## src/hdl/keyboard_report_key_events_assert.svh

```systemverilog
// ----------------------------------------------------------------------------
// Assertion macros for the keyboard report event decoder
// Shared forms for concurrent checks, clocked on clk_i and disabled in reset.
// ----------------------------------------------------------------------------
`ifndef KEYBOARD_REPORT_KEY_EVENTS_ASSERT_SVH
`define KEYBOARD_REPORT_KEY_EVENTS_ASSERT_SVH

// antecedent implies consequent in the same cycle
`define KRE_ASSERT_IMPL(label, ante, cons, msg) \
  label: assert property (@(posedge clk_i) disable iff (!rst_ni) (ante) |-> (cons)) \
    else $error(msg);

// antecedent implies consequent in the next cycle
`define KRE_ASSERT_NEXT(label, ante, cons, msg) \
  label: assert property (@(posedge clk_i) disable iff (!rst_ni) (ante) |=> (cons)) \
    else $error(msg);

`endif

```

## src/hdl/kre_pkg.sv

```systemverilog
`timescale 1ns / 1ps
// ----------------------------------------------------------------------------
// kre_pkg
// Types, constants and the character table of the keyboard report decoder.
// ----------------------------------------------------------------------------
package kre_pkg;

  localparam int unsigned CodeW     = 8;
  localparam int unsigned LenW      = 7;
  localparam logic [7:0]  FirstCode = 8'd4;
  localparam logic [7:0]  LastCode  = 8'd56;
  localparam logic [7:0]  EnterCode = 8'd40;
  localparam logic [6:0]  MinReport = 7'd8;
  localparam logic [7:0]  EnterRst  = 8'd13;
  localparam int unsigned LShiftBit = 1;
  localparam int unsigned RShiftBit = 5;

  // what one lane found for its slot
  typedef struct packed {
    logic       rel;
    logic       prs;
    logic [7:0] old_code;
    logic [7:0] new_code;
    logic       char_valid;
    logic [7:0] char_code;
  } lane_evt_t;

  // one event as it leaves the block
  typedef struct packed {
    logic [7:0] usage_code;
    logic       pressed;
    logic [7:0] modifier;
    logic       char_valid;
    logic [7:0] char_code;
    logic       last_event;
  } evt_t;

  // character for codes 4..56 except enter; 0 where no character
  function automatic logic [7:0] kre_char(input logic [7:0] code, input logic shift);
    logic [7:0] ch;
    ch = 8'h00;
    unique case (code)
      8'd30: ch = shift ? 8'h21 : 8'h31;
      8'd31: ch = shift ? 8'h40 : 8'h32;
      8'd32: ch = shift ? 8'h23 : 8'h33;
      8'd33: ch = shift ? 8'h24 : 8'h34;
      8'd34: ch = shift ? 8'h25 : 8'h35;
      8'd35: ch = shift ? 8'h5E : 8'h36;
      8'd36: ch = shift ? 8'h26 : 8'h37;
      8'd37: ch = shift ? 8'h2A : 8'h38;
      8'd38: ch = shift ? 8'h28 : 8'h39;
      8'd39: ch = shift ? 8'h29 : 8'h30;
      8'd42: ch = shift ? 8'h00 : 8'h08;
      8'd44: ch = 8'h20;
      8'd45: ch = shift ? 8'h5F : 8'h2D;
      8'd46: ch = shift ? 8'h2B : 8'h3D;
      8'd47: ch = shift ? 8'h7B : 8'h5B;
      8'd48: ch = shift ? 8'h7D : 8'h5D;
      8'd49: ch = shift ? 8'h7C : 8'h5C;
      8'd50: ch = shift ? 8'h7C : 8'h5C;
      8'd51: ch = shift ? 8'h3A : 8'h3B;
      8'd52: ch = shift ? 8'h22 : 8'h27;
      8'd53: ch = shift ? 8'h7E : 8'h60;
      8'd54: ch = shift ? 8'h3C : 8'h2C;
      8'd55: ch = shift ? 8'h3E : 8'h2E;
      8'd56: ch = shift ? 8'h3F : 8'h2F;
      default: begin
        // letters a..z; everything else has no character
        if (code >= FirstCode && code <= 8'd29) begin
          ch = (shift ? 8'h41 : 8'h61) + (code - FirstCode);
        end
      end
    endcase
    return ch;
  endfunction

endpackage

```

## src/hdl/kre_lane.sv

```systemverilog
`timescale 1ns / 1ps
// ----------------------------------------------------------------------------
// kre_lane
// One key slot: release and press detection plus character lookup.
// ----------------------------------------------------------------------------
module kre_lane #(
  parameter int unsigned N_SLOTS = 6
) (
  input  logic [7:0]         old_code_i,
  input  logic [7:0]         new_code_i,
  input  logic [7:0]         prev_keys_i [N_SLOTS],
  input  logic [7:0]         new_keys_i  [N_SLOTS],
  input  logic               shift_i,
  input  logic [7:0]         enter_char_i,
  output kre_pkg::lane_evt_t evt_o
);
  import kre_pkg::*;

  logic old_in_new;
  logic new_in_prev;

  always_comb begin
    old_in_new  = 1'b0;
    new_in_prev = 1'b0;
    for (int i = 0; i < N_SLOTS; i++) begin
      if (new_keys_i[i] == old_code_i) old_in_new = 1'b1;
      if (prev_keys_i[i] == new_code_i) new_in_prev = 1'b1;
    end
  end

  always_comb begin
    evt_o            = '0;
    evt_o.rel        = (old_code_i >= FirstCode) && !old_in_new;
    evt_o.prs        = (new_code_i >= FirstCode) && !new_in_prev;
    evt_o.old_code   = old_code_i;
    evt_o.new_code   = new_code_i;
    evt_o.char_valid = (new_code_i >= FirstCode) && (new_code_i <= LastCode);
    if (new_code_i == EnterCode) begin
      evt_o.char_code = enter_char_i;
    end else begin
      evt_o.char_code = kre_char(new_code_i, shift_i);
    end
  end

endmodule

```

## src/hdl/kre_merge.sv

```systemverilog
`timescale 1ns / 1ps
// ----------------------------------------------------------------------------
// kre_merge
// Holds the lane results of one report and sends its events out in slot
// order, release before press, through an output register.
// ----------------------------------------------------------------------------
module kre_merge #(
  parameter int unsigned N_SLOTS = 6
) (
  input  logic               clk_i,
  input  logic               rst_ni,
  input  logic               load_i,
  input  kre_pkg::lane_evt_t lane_i [N_SLOTS],
  input  logic [7:0]         mod_i,
  output logic               in_ready_o,
  output logic               out_valid_o,
  input  logic               out_ready_i,
  output kre_pkg::evt_t      evt_o
);
  import kre_pkg::*;

  localparam int unsigned NEvt = 2 * N_SLOTS;

  logic [NEvt-1:0] pend_q, pend_d;
  logic [NEvt-1:0] new_mask;
  logic [NEvt-1:0] sel;
  logic [NEvt-1:0] pend_rest;
  lane_evt_t       lane_q [N_SLOTS];
  logic [7:0]      mod_q;
  logic            load_out;
  logic            out_valid_q, out_valid_d;
  evt_t            out_q, out_d;

  always_comb begin
    for (int i = 0; i < N_SLOTS; i++) begin
      new_mask[2*i]   = lane_i[i].rel;
      new_mask[2*i+1] = lane_i[i].prs;
    end
  end

  // lowest pending event first
  assign sel       = pend_q & (~pend_q + NEvt'(1));
  assign pend_rest = pend_q & ~sel;
  assign load_out  = (pend_q != '0) && (!out_valid_q || out_ready_i);
  assign in_ready_o = (pend_q == '0) || (load_out && (pend_rest == '0));

  always_comb begin
    pend_d = pend_q;
    if (load_i) begin
      pend_d = new_mask;
    end else if (load_out) begin
      pend_d = pend_rest;
    end
  end

  always_comb begin
    out_d = '0;
    for (int i = 0; i < N_SLOTS; i++) begin
      if (sel[2*i]) begin
        out_d.usage_code = lane_q[i].old_code;
      end
      if (sel[2*i+1]) begin
        out_d.usage_code = lane_q[i].new_code;
        out_d.pressed    = 1'b1;
        out_d.modifier   = mod_q;
        out_d.char_valid = lane_q[i].char_valid;
        out_d.char_code  = lane_q[i].char_valid ? lane_q[i].char_code : 8'h00;
      end
    end
    out_d.last_event = (pend_rest == '0);
  end

  always_comb begin
    out_valid_d = out_valid_q;
    if (load_out) begin
      out_valid_d = 1'b1;
    end else if (out_ready_i) begin
      out_valid_d = 1'b0;
    end
  end

  always_ff @(posedge clk_i or negedge rst_ni) begin
    if (!rst_ni) begin
      pend_q      <= '0;
      out_valid_q <= 1'b0;
    end else begin
      pend_q      <= pend_d;
      out_valid_q <= out_valid_d;
    end
  end

  always_ff @(posedge clk_i) begin
    if (load_i) begin
      lane_q <= lane_i;
      mod_q  <= mod_i;
    end
    if (load_out) begin
      out_q <= out_d;
    end
  end

  assign out_valid_o = out_valid_q;
  assign evt_o       = out_q;

`include "keyboard_report_key_events_assert.svh"

  `KRE_ASSERT_IMPL(a_ready_when_drained, pend_q == '0, in_ready_o, "ready low with nothing pending")
  `KRE_ASSERT_IMPL(a_ready_drains, in_ready_o && (pend_q != '0), load_out && (pend_rest == '0), "ready high while events would remain")
  `KRE_ASSERT_NEXT(a_more_after_not_last, out_valid_q && out_ready_i && !out_q.last_event, out_valid_q, "report ended without a last event")

endmodule

```

## src/hdl/keyboard_report_key_events.sv

```systemverilog
// Path: accepted findings wait in the merge's pending register, then enter the output register.
// Throughput: one event per cycle while out_ready_i is high; a report yields at most 12
//   events, one with none leaves the event queue empty and a short one never enters it.
// The next report is taken in the cycle the previous one's last event enters the output register.
// Reset: previous keys cleared to zero, enter_char back to 13, no event pending.
`timescale 1ns / 1ps
// ----------------------------------------------------------------------------
// keyboard_report_key_events
// Boot keyboard report decoder: compares each report with the previous one
// and emits release and press events, with a character for presses of codes 4..56.
// ----------------------------------------------------------------------------
module keyboard_report_key_events #(
  parameter int unsigned KEY_SLOTS = 6
) (
  input  logic       clk_i,
  input  logic       rst_ni,
  // configuration: enter character
  input  logic       cfg_valid_i,
  output logic       cfg_ready_o,
  input  logic [7:0] cfg_data_i,
  // report items
  input  logic       in_valid_i,
  output logic       in_ready_o,
  input  logic [6:0] report_length_i,
  input  logic [7:0] modifier_bits_i,
  input  logic [7:0] key_slot_0_i,
  input  logic [7:0] key_slot_1_i,
  input  logic [7:0] key_slot_2_i,
  input  logic [7:0] key_slot_3_i,
  input  logic [7:0] key_slot_4_i,
  input  logic [7:0] key_slot_5_i,
  // event items
  output logic       out_valid_o,
  input  logic       out_ready_i,
  output logic [7:0] usage_code_o,
  output logic       pressed_o,
  output logic [7:0] event_modifier_o,
  output logic       char_valid_o,
  output logic [7:0] char_code_o,
  output logic       last_event_o
);
  import kre_pkg::*;

  localparam int unsigned MaxSlots = 6;

  logic [7:0] enter_char_q;
  logic [7:0] prev_q   [KEY_SLOTS];
  logic [7:0] slots    [MaxSlots];
  logic [7:0] new_keys [KEY_SLOTS];
  logic       shift;
  logic       accept_full;
  lane_evt_t  lane_evt [KEY_SLOTS];
  evt_t       evt;

  // register write is always taken; writes must arrive only while idle, which the block does not enforce
  assign cfg_ready_o = 1'b1;

  always_ff @(posedge clk_i or negedge rst_ni) begin
    if (!rst_ni) begin
      enter_char_q <= EnterRst;
    end else if (cfg_valid_i) begin
      enter_char_q <= cfg_data_i;
    end
  end

  assign slots[0] = key_slot_0_i;
  assign slots[1] = key_slot_1_i;
  assign slots[2] = key_slot_2_i;
  assign slots[3] = key_slot_3_i;
  assign slots[4] = key_slot_4_i;
  assign slots[5] = key_slot_5_i;

  // slots beyond KEY_SLOTS are neither examined nor stored
  always_comb begin
    for (int i = 0; i < KEY_SLOTS; i++) begin
      new_keys[i] = slots[i];
    end
  end

  assign shift = modifier_bits_i[LShiftBit] | modifier_bits_i[RShiftBit];

  // a short report is taken and dropped: no events, previous keys kept
  assign accept_full = in_valid_i && in_ready_o && (report_length_i >= MinReport);

  // previous keys move on at acceptance; the lanes already compared
  // against the old ones in this cycle and their findings are held in the merge
  always_ff @(posedge clk_i or negedge rst_ni) begin
    if (!rst_ni) begin
      for (int i = 0; i < KEY_SLOTS; i++) prev_q[i] <= '0;
    end else if (accept_full) begin
      prev_q <= new_keys;
    end
  end

  // one lane per slot, all working on the same report
  for (genvar g = 0; g < KEY_SLOTS; g++) begin : g_lane
    kre_lane #(
      .N_SLOTS (KEY_SLOTS)
    ) u_lane (
      .old_code_i   (prev_q[g]),
      .new_code_i   (new_keys[g]),
      .prev_keys_i  (prev_q),
      .new_keys_i   (new_keys),
      .shift_i      (shift),
      .enter_char_i (enter_char_q),
      .evt_o        (lane_evt[g])
    );
  end

  // serialises the lane findings in slot order
  kre_merge #(
    .N_SLOTS (KEY_SLOTS)
  ) u_merge (
    .clk_i       (clk_i),
    .rst_ni      (rst_ni),
    .load_i      (accept_full),
    .lane_i      (lane_evt),
    .mod_i       (modifier_bits_i),
    .in_ready_o  (in_ready_o),
    .out_valid_o (out_valid_o),
    .out_ready_i (out_ready_i),
    .evt_o       (evt)
  );

  assign usage_code_o     = evt.usage_code;
  assign pressed_o        = evt.pressed;
  assign event_modifier_o = evt.modifier;
  assign char_valid_o     = evt.char_valid;
  assign char_code_o      = evt.char_code;
  assign last_event_o     = evt.last_event;

endmodule
```

## config.mk

```make
export PLATFORM = sky130hd
export DESIGN_NAME = keyboard_report_key_events
export DESIGN_NICKNAME = d
export VERILOG_FILES = /design/src/hdl/kre_pkg.sv /design/src/hdl/kre_lane.sv /design/src/hdl/kre_merge.sv /design/src/hdl/keyboard_report_key_events.sv
export VERILOG_INCLUDE_DIRS = /design/src /design/src/hdl
export SDC_FILE = /design/constraint.sdc
export NUM_CORES = 1
export LEC_CHECK = 0
export BUFFER_PORTS_ARGS = -buffer_cell sky130_fd_sc_hd__buf_2
export CAP_MARGIN = 40
export CORE_MARGIN = 3
export CORE_UTILIZATION = 45
export CTS_CLUSTER_SIZE = 10
export DETAILED_ROUTE_END_ITERATION = 12
export PLACE_DENSITY = 0.58
export SLEW_MARGIN = 20
export SYNTH_ARGS = -nofsm -noshare
export SYNTH_HDL_FRONTEND = slang
export SYNTH_SLANG_ARGS = --single-unit
```

## constraint.sdc

```tcl
create_clock -name clk_i -period 7.1 [get_ports clk_i]
set_input_delay 1.42 -clock clk_i [delete_from_list [all_inputs] [get_ports clk_i]]
set_output_delay 1.42 -clock clk_i [all_outputs]
set_load 0.01 [all_outputs]
```

==> metrics.yaml <==
run_status:
  outcome: "finished clean"
timing:
  timing.fmax_mhz: 194
  worstMarginPinSlew_ns: 1.00
  rsz0062_at_grt: "false"
  hold_viol: 0
  maxSlewViolCount: 0
  layout_setup_ws_ns: 1.95
  fin_setup_tns_ns: 0
  finClkSkew_ns: 0.0186
  period_needed_ns: 5.15
  holdWs_ns: 0.517
  fin_crit_sh_pct: 72.6
  relSlewSlack_pct: 32.3
  finalSetupViolations: 0
synthesis:
  yosys.area_share.simple_pct: 16.0
  synth-adder-area-share_pct: 5.62
  yosys.area.top_type: "edfxtp_1"
  yosys.area_share.xor_xnor_pct: 13.5
  synthTopCellsByArea: "edfxtp_1 (28%), xor2_1 (9.1%), dfrtp_1 (8.2%)"
  synth_fp_nets: 2332
  yosysUniqueCellTypes: 102
  ys_ff_latch: 254
  yosysMostFrequentCell: "xor2_1"
  syn_inst: 2166
  synth_ff_type: "edfxtp_1"
  async_flop_share_pct: 27.2
  synth_top_family_by_area: "compound AO/OA/AOI/OAI gates"
  yosysWarningCount: 0
  muxShareOfSynthArea_pct: 4.17
  synth-compound-area-share_pct: 18.5
  synth_top_area_share_pct: 27.7
  synth_common_cells: "xor2_1 (209), edfxtp_1 (185), nand2_1 (167), clkbuf_1 (139), a21oi_1 (123)"
  yosysSeqAreaShare_pct: 36.3
  synth.avg_cell_area_um2: 9.26
  synth_edf_count: 185
  syn_area_mm2: 0.0201
cts:
  cts-htree-levels: 1
  clock_sinks: 254
  cts_buffers: 31
  clockBufferDepth: 3
  postCtsSetupRepairBufs: 0
  hold_buffers: 0
  cts.repair.resized: 0
  clk_pin_slew_ns: 0.06
  cts_tree: "done"
  clk_latency_ns: 0.58
  root_buffer: "clkbuf_16"
power_and_ir_drop:
  p_leak_nw: 8.19
  vdd_ir_drop_max_mv: 0.216
  powerDensity_mw_per_mm2: 339
worst_setup_path:
  worst-r2r-cell-count: 8
  cp.arrival_ns: 3.73
  r2r-start: "u_merge.pend_q[2]"
  cpPeakStageDelay_ns: 0.66
  crit_chain: "buf_4 > nor4_4 > buf_4 > nand3_1 > nor3_1 > nor3_2 > inv_1 > buf_2"
  rrSetupSlack_ns: 2.76
  worstSetupPathType: "flip-flop to output pin"
  crit_path_start_kind: "flip-flop"
  r2r_end: "u_merge.evt_o[0]"
  end_kind: "output pin"
  cp_slowest_cell: "nor4_4"
  timing.critical_path.mode_cell: "buf_4"
  path_max_fanout: 18
  required_ns: 5.68
global_routing:
  grt_antenna_before_repair: 1
  grt_pass1_vias: 17200
  grt_max_degree: 84
  grt_pass1_wl_um: 110000
  grt_overflow: 0
  grt.total_usage_pct: 30.6
floorplan:
  die_h_um: 217
  io_pins: 106
  core_area_mm2: 0.0436
  die_w_um: 217
  std_cell_rows: 76
  dieArea_mm2: 0.0471
  initial_core_util_pct: 46.0
hold_path:
  hold_end: "u_merge.evt_o[19]"
  min_path_type: "flip-flop to flip-flop"
  min_path_cells: 1
  hold_path.startpoint: "u_merge.lane_q[9]"
detailed_routing:
  drc: 0
  drtIter0Drc: 1832
  drt-wirelength-per-cell_um: 27.2
  wl_um: 74300
  vias: 17700
  drtPass1Iterations: 6
  viasPerCell: 6.48
  antenna_left: 0
cells_and_area:
  area_growth_pct: 7.86
  fillerInstances: 4168
  num-nets-final: 2286
  seqCellArea_mm2: 0.00729
  multiInputGateArea_mm2: 0.0116
  drive_above_1_share_pct: 12.6
place:
  hpwl_um: 50200
  portBuffers: 101
  gp_congestion: 0.930
  dp_slack_ns: 2.39
job:
  maxCapViolations: 0
==> sequential cells by signal, indices dropped and copies added (netlist names) <==
name,count
u_merge.out_valid_o,1
u_merge.evt_o,27
u_merge.pend_q,12
u_merge.mod_q,8
prev_q,48
u_merge.lane_q,150
enter_char_q,8
==> cell usage in the layout (no fill, tap or decap), types with 13 or more instances in the layout <==
cell type  instances
a211oi_1          38
a21o_1            25
a21oi_1          123
a31oi_1           36
and2_1            20
buf_2            104
buf_4             23
clkbuf_1          19
clkbuf_16         31
dfrtp_1           66
edfxtp_1         185
ha_1              90
inv_1             81
mux2_2            49
mux2i_1           15
nand2_1          167
nand3_1           63
nand4_1           41
nor2_1            86
nor2b_1           35
nor3_1            43
nor4_1            61
o211ai_1          13
o21a_1            19
o21ai_0           87
o22ai_1           17
o311ai_0          20
o31ai_1           23
or3_1             16
xnor2_1          100
xor2_1           209
==> critical path, delay by kind of cell, from the launching register on <==
| family | cells | cell delay, ns |
|---|---|---|
| flip-flops | 1 | 0.36 |
| AND/OR/NAND/NOR | 4 | 1.90 |
| buffers and inverters | 4 | 0.89 |
==> cell type report <==
cell class | instances | area share [%]
Sequential cell | 254 | 33.7
Tap cell | 585 | 3.38
Clock buffer | 52 | 4.04
Inverter | 87 | 1.53
Timing Repair Buffer | 129 | 3.39
Clock inverter | 6 | 0.156
Antenna cell | 1 | 0.0116
Multi-Input combinational cell | 1617 | 53.8
==> how the worst max path moves through the flow <==
| stage | start | to | depth (start not counted) |
|---|---|---|---|
| global placement | out_ready_i | in_ready_o | 8 |
| global route | u_merge.pend_q[2] | in_ready_o | 8 |
| finish | u_merge.pend_q[2] | in_ready_o | 8 |
| floorplan | out_ready_i | u_merge.lane_q[0] | 8 |
| CTS | u_merge.pend_q[2] | in_ready_o | 8 |
| detailed placement | key_slot_3_i[0] | u_merge.lane_q[55] | 9 |
==> layer usage <==
layer / GRT usage (%) / vias to the layer above / part of all wire (%)
met4: 14.8 / 0 / 5.3
met3: 5.28 / 239 / 8.8
li1: - / 7867 / -
met1: 40.9 / 8627 / 41
met5: 0 / - / 0
met2: 48.1 / 975 / 45
==> metrics by stage <==
step	total power, mW	utilization [%]	cell area (um2)	cells
5_1_grt	7.72	49.6	21600	2730
4_1_cts	7.32	49.6	21600	2728
3_5_place_dp	5.86	47.5	20700	2670
2_1_floorplan	4.87	-	20100	2166
3_3_place_gp	5.77	47.4	20600	2664
6_report	7.34	49.7	21600	2731
==> power breakdown <==
part	switching, mW	total, mW	internal, mW
clock network	0.617	1.45	0.830
registers	0.761	2.91	2.15
logic	1.71	2.98	1.27
==> logic make-up (layout without fill, tap and decap cells) <==
logic type	Yosys count	count (layout)
mux	73	73
xor+xnor	309	309
compound gates	535	535
buf+inv	295	274
simple gates	609	609
fa+ha+maj	90	90
flops	254	254
other cells	1	2
Note: power is estimated with default switching activity, not from simulation.
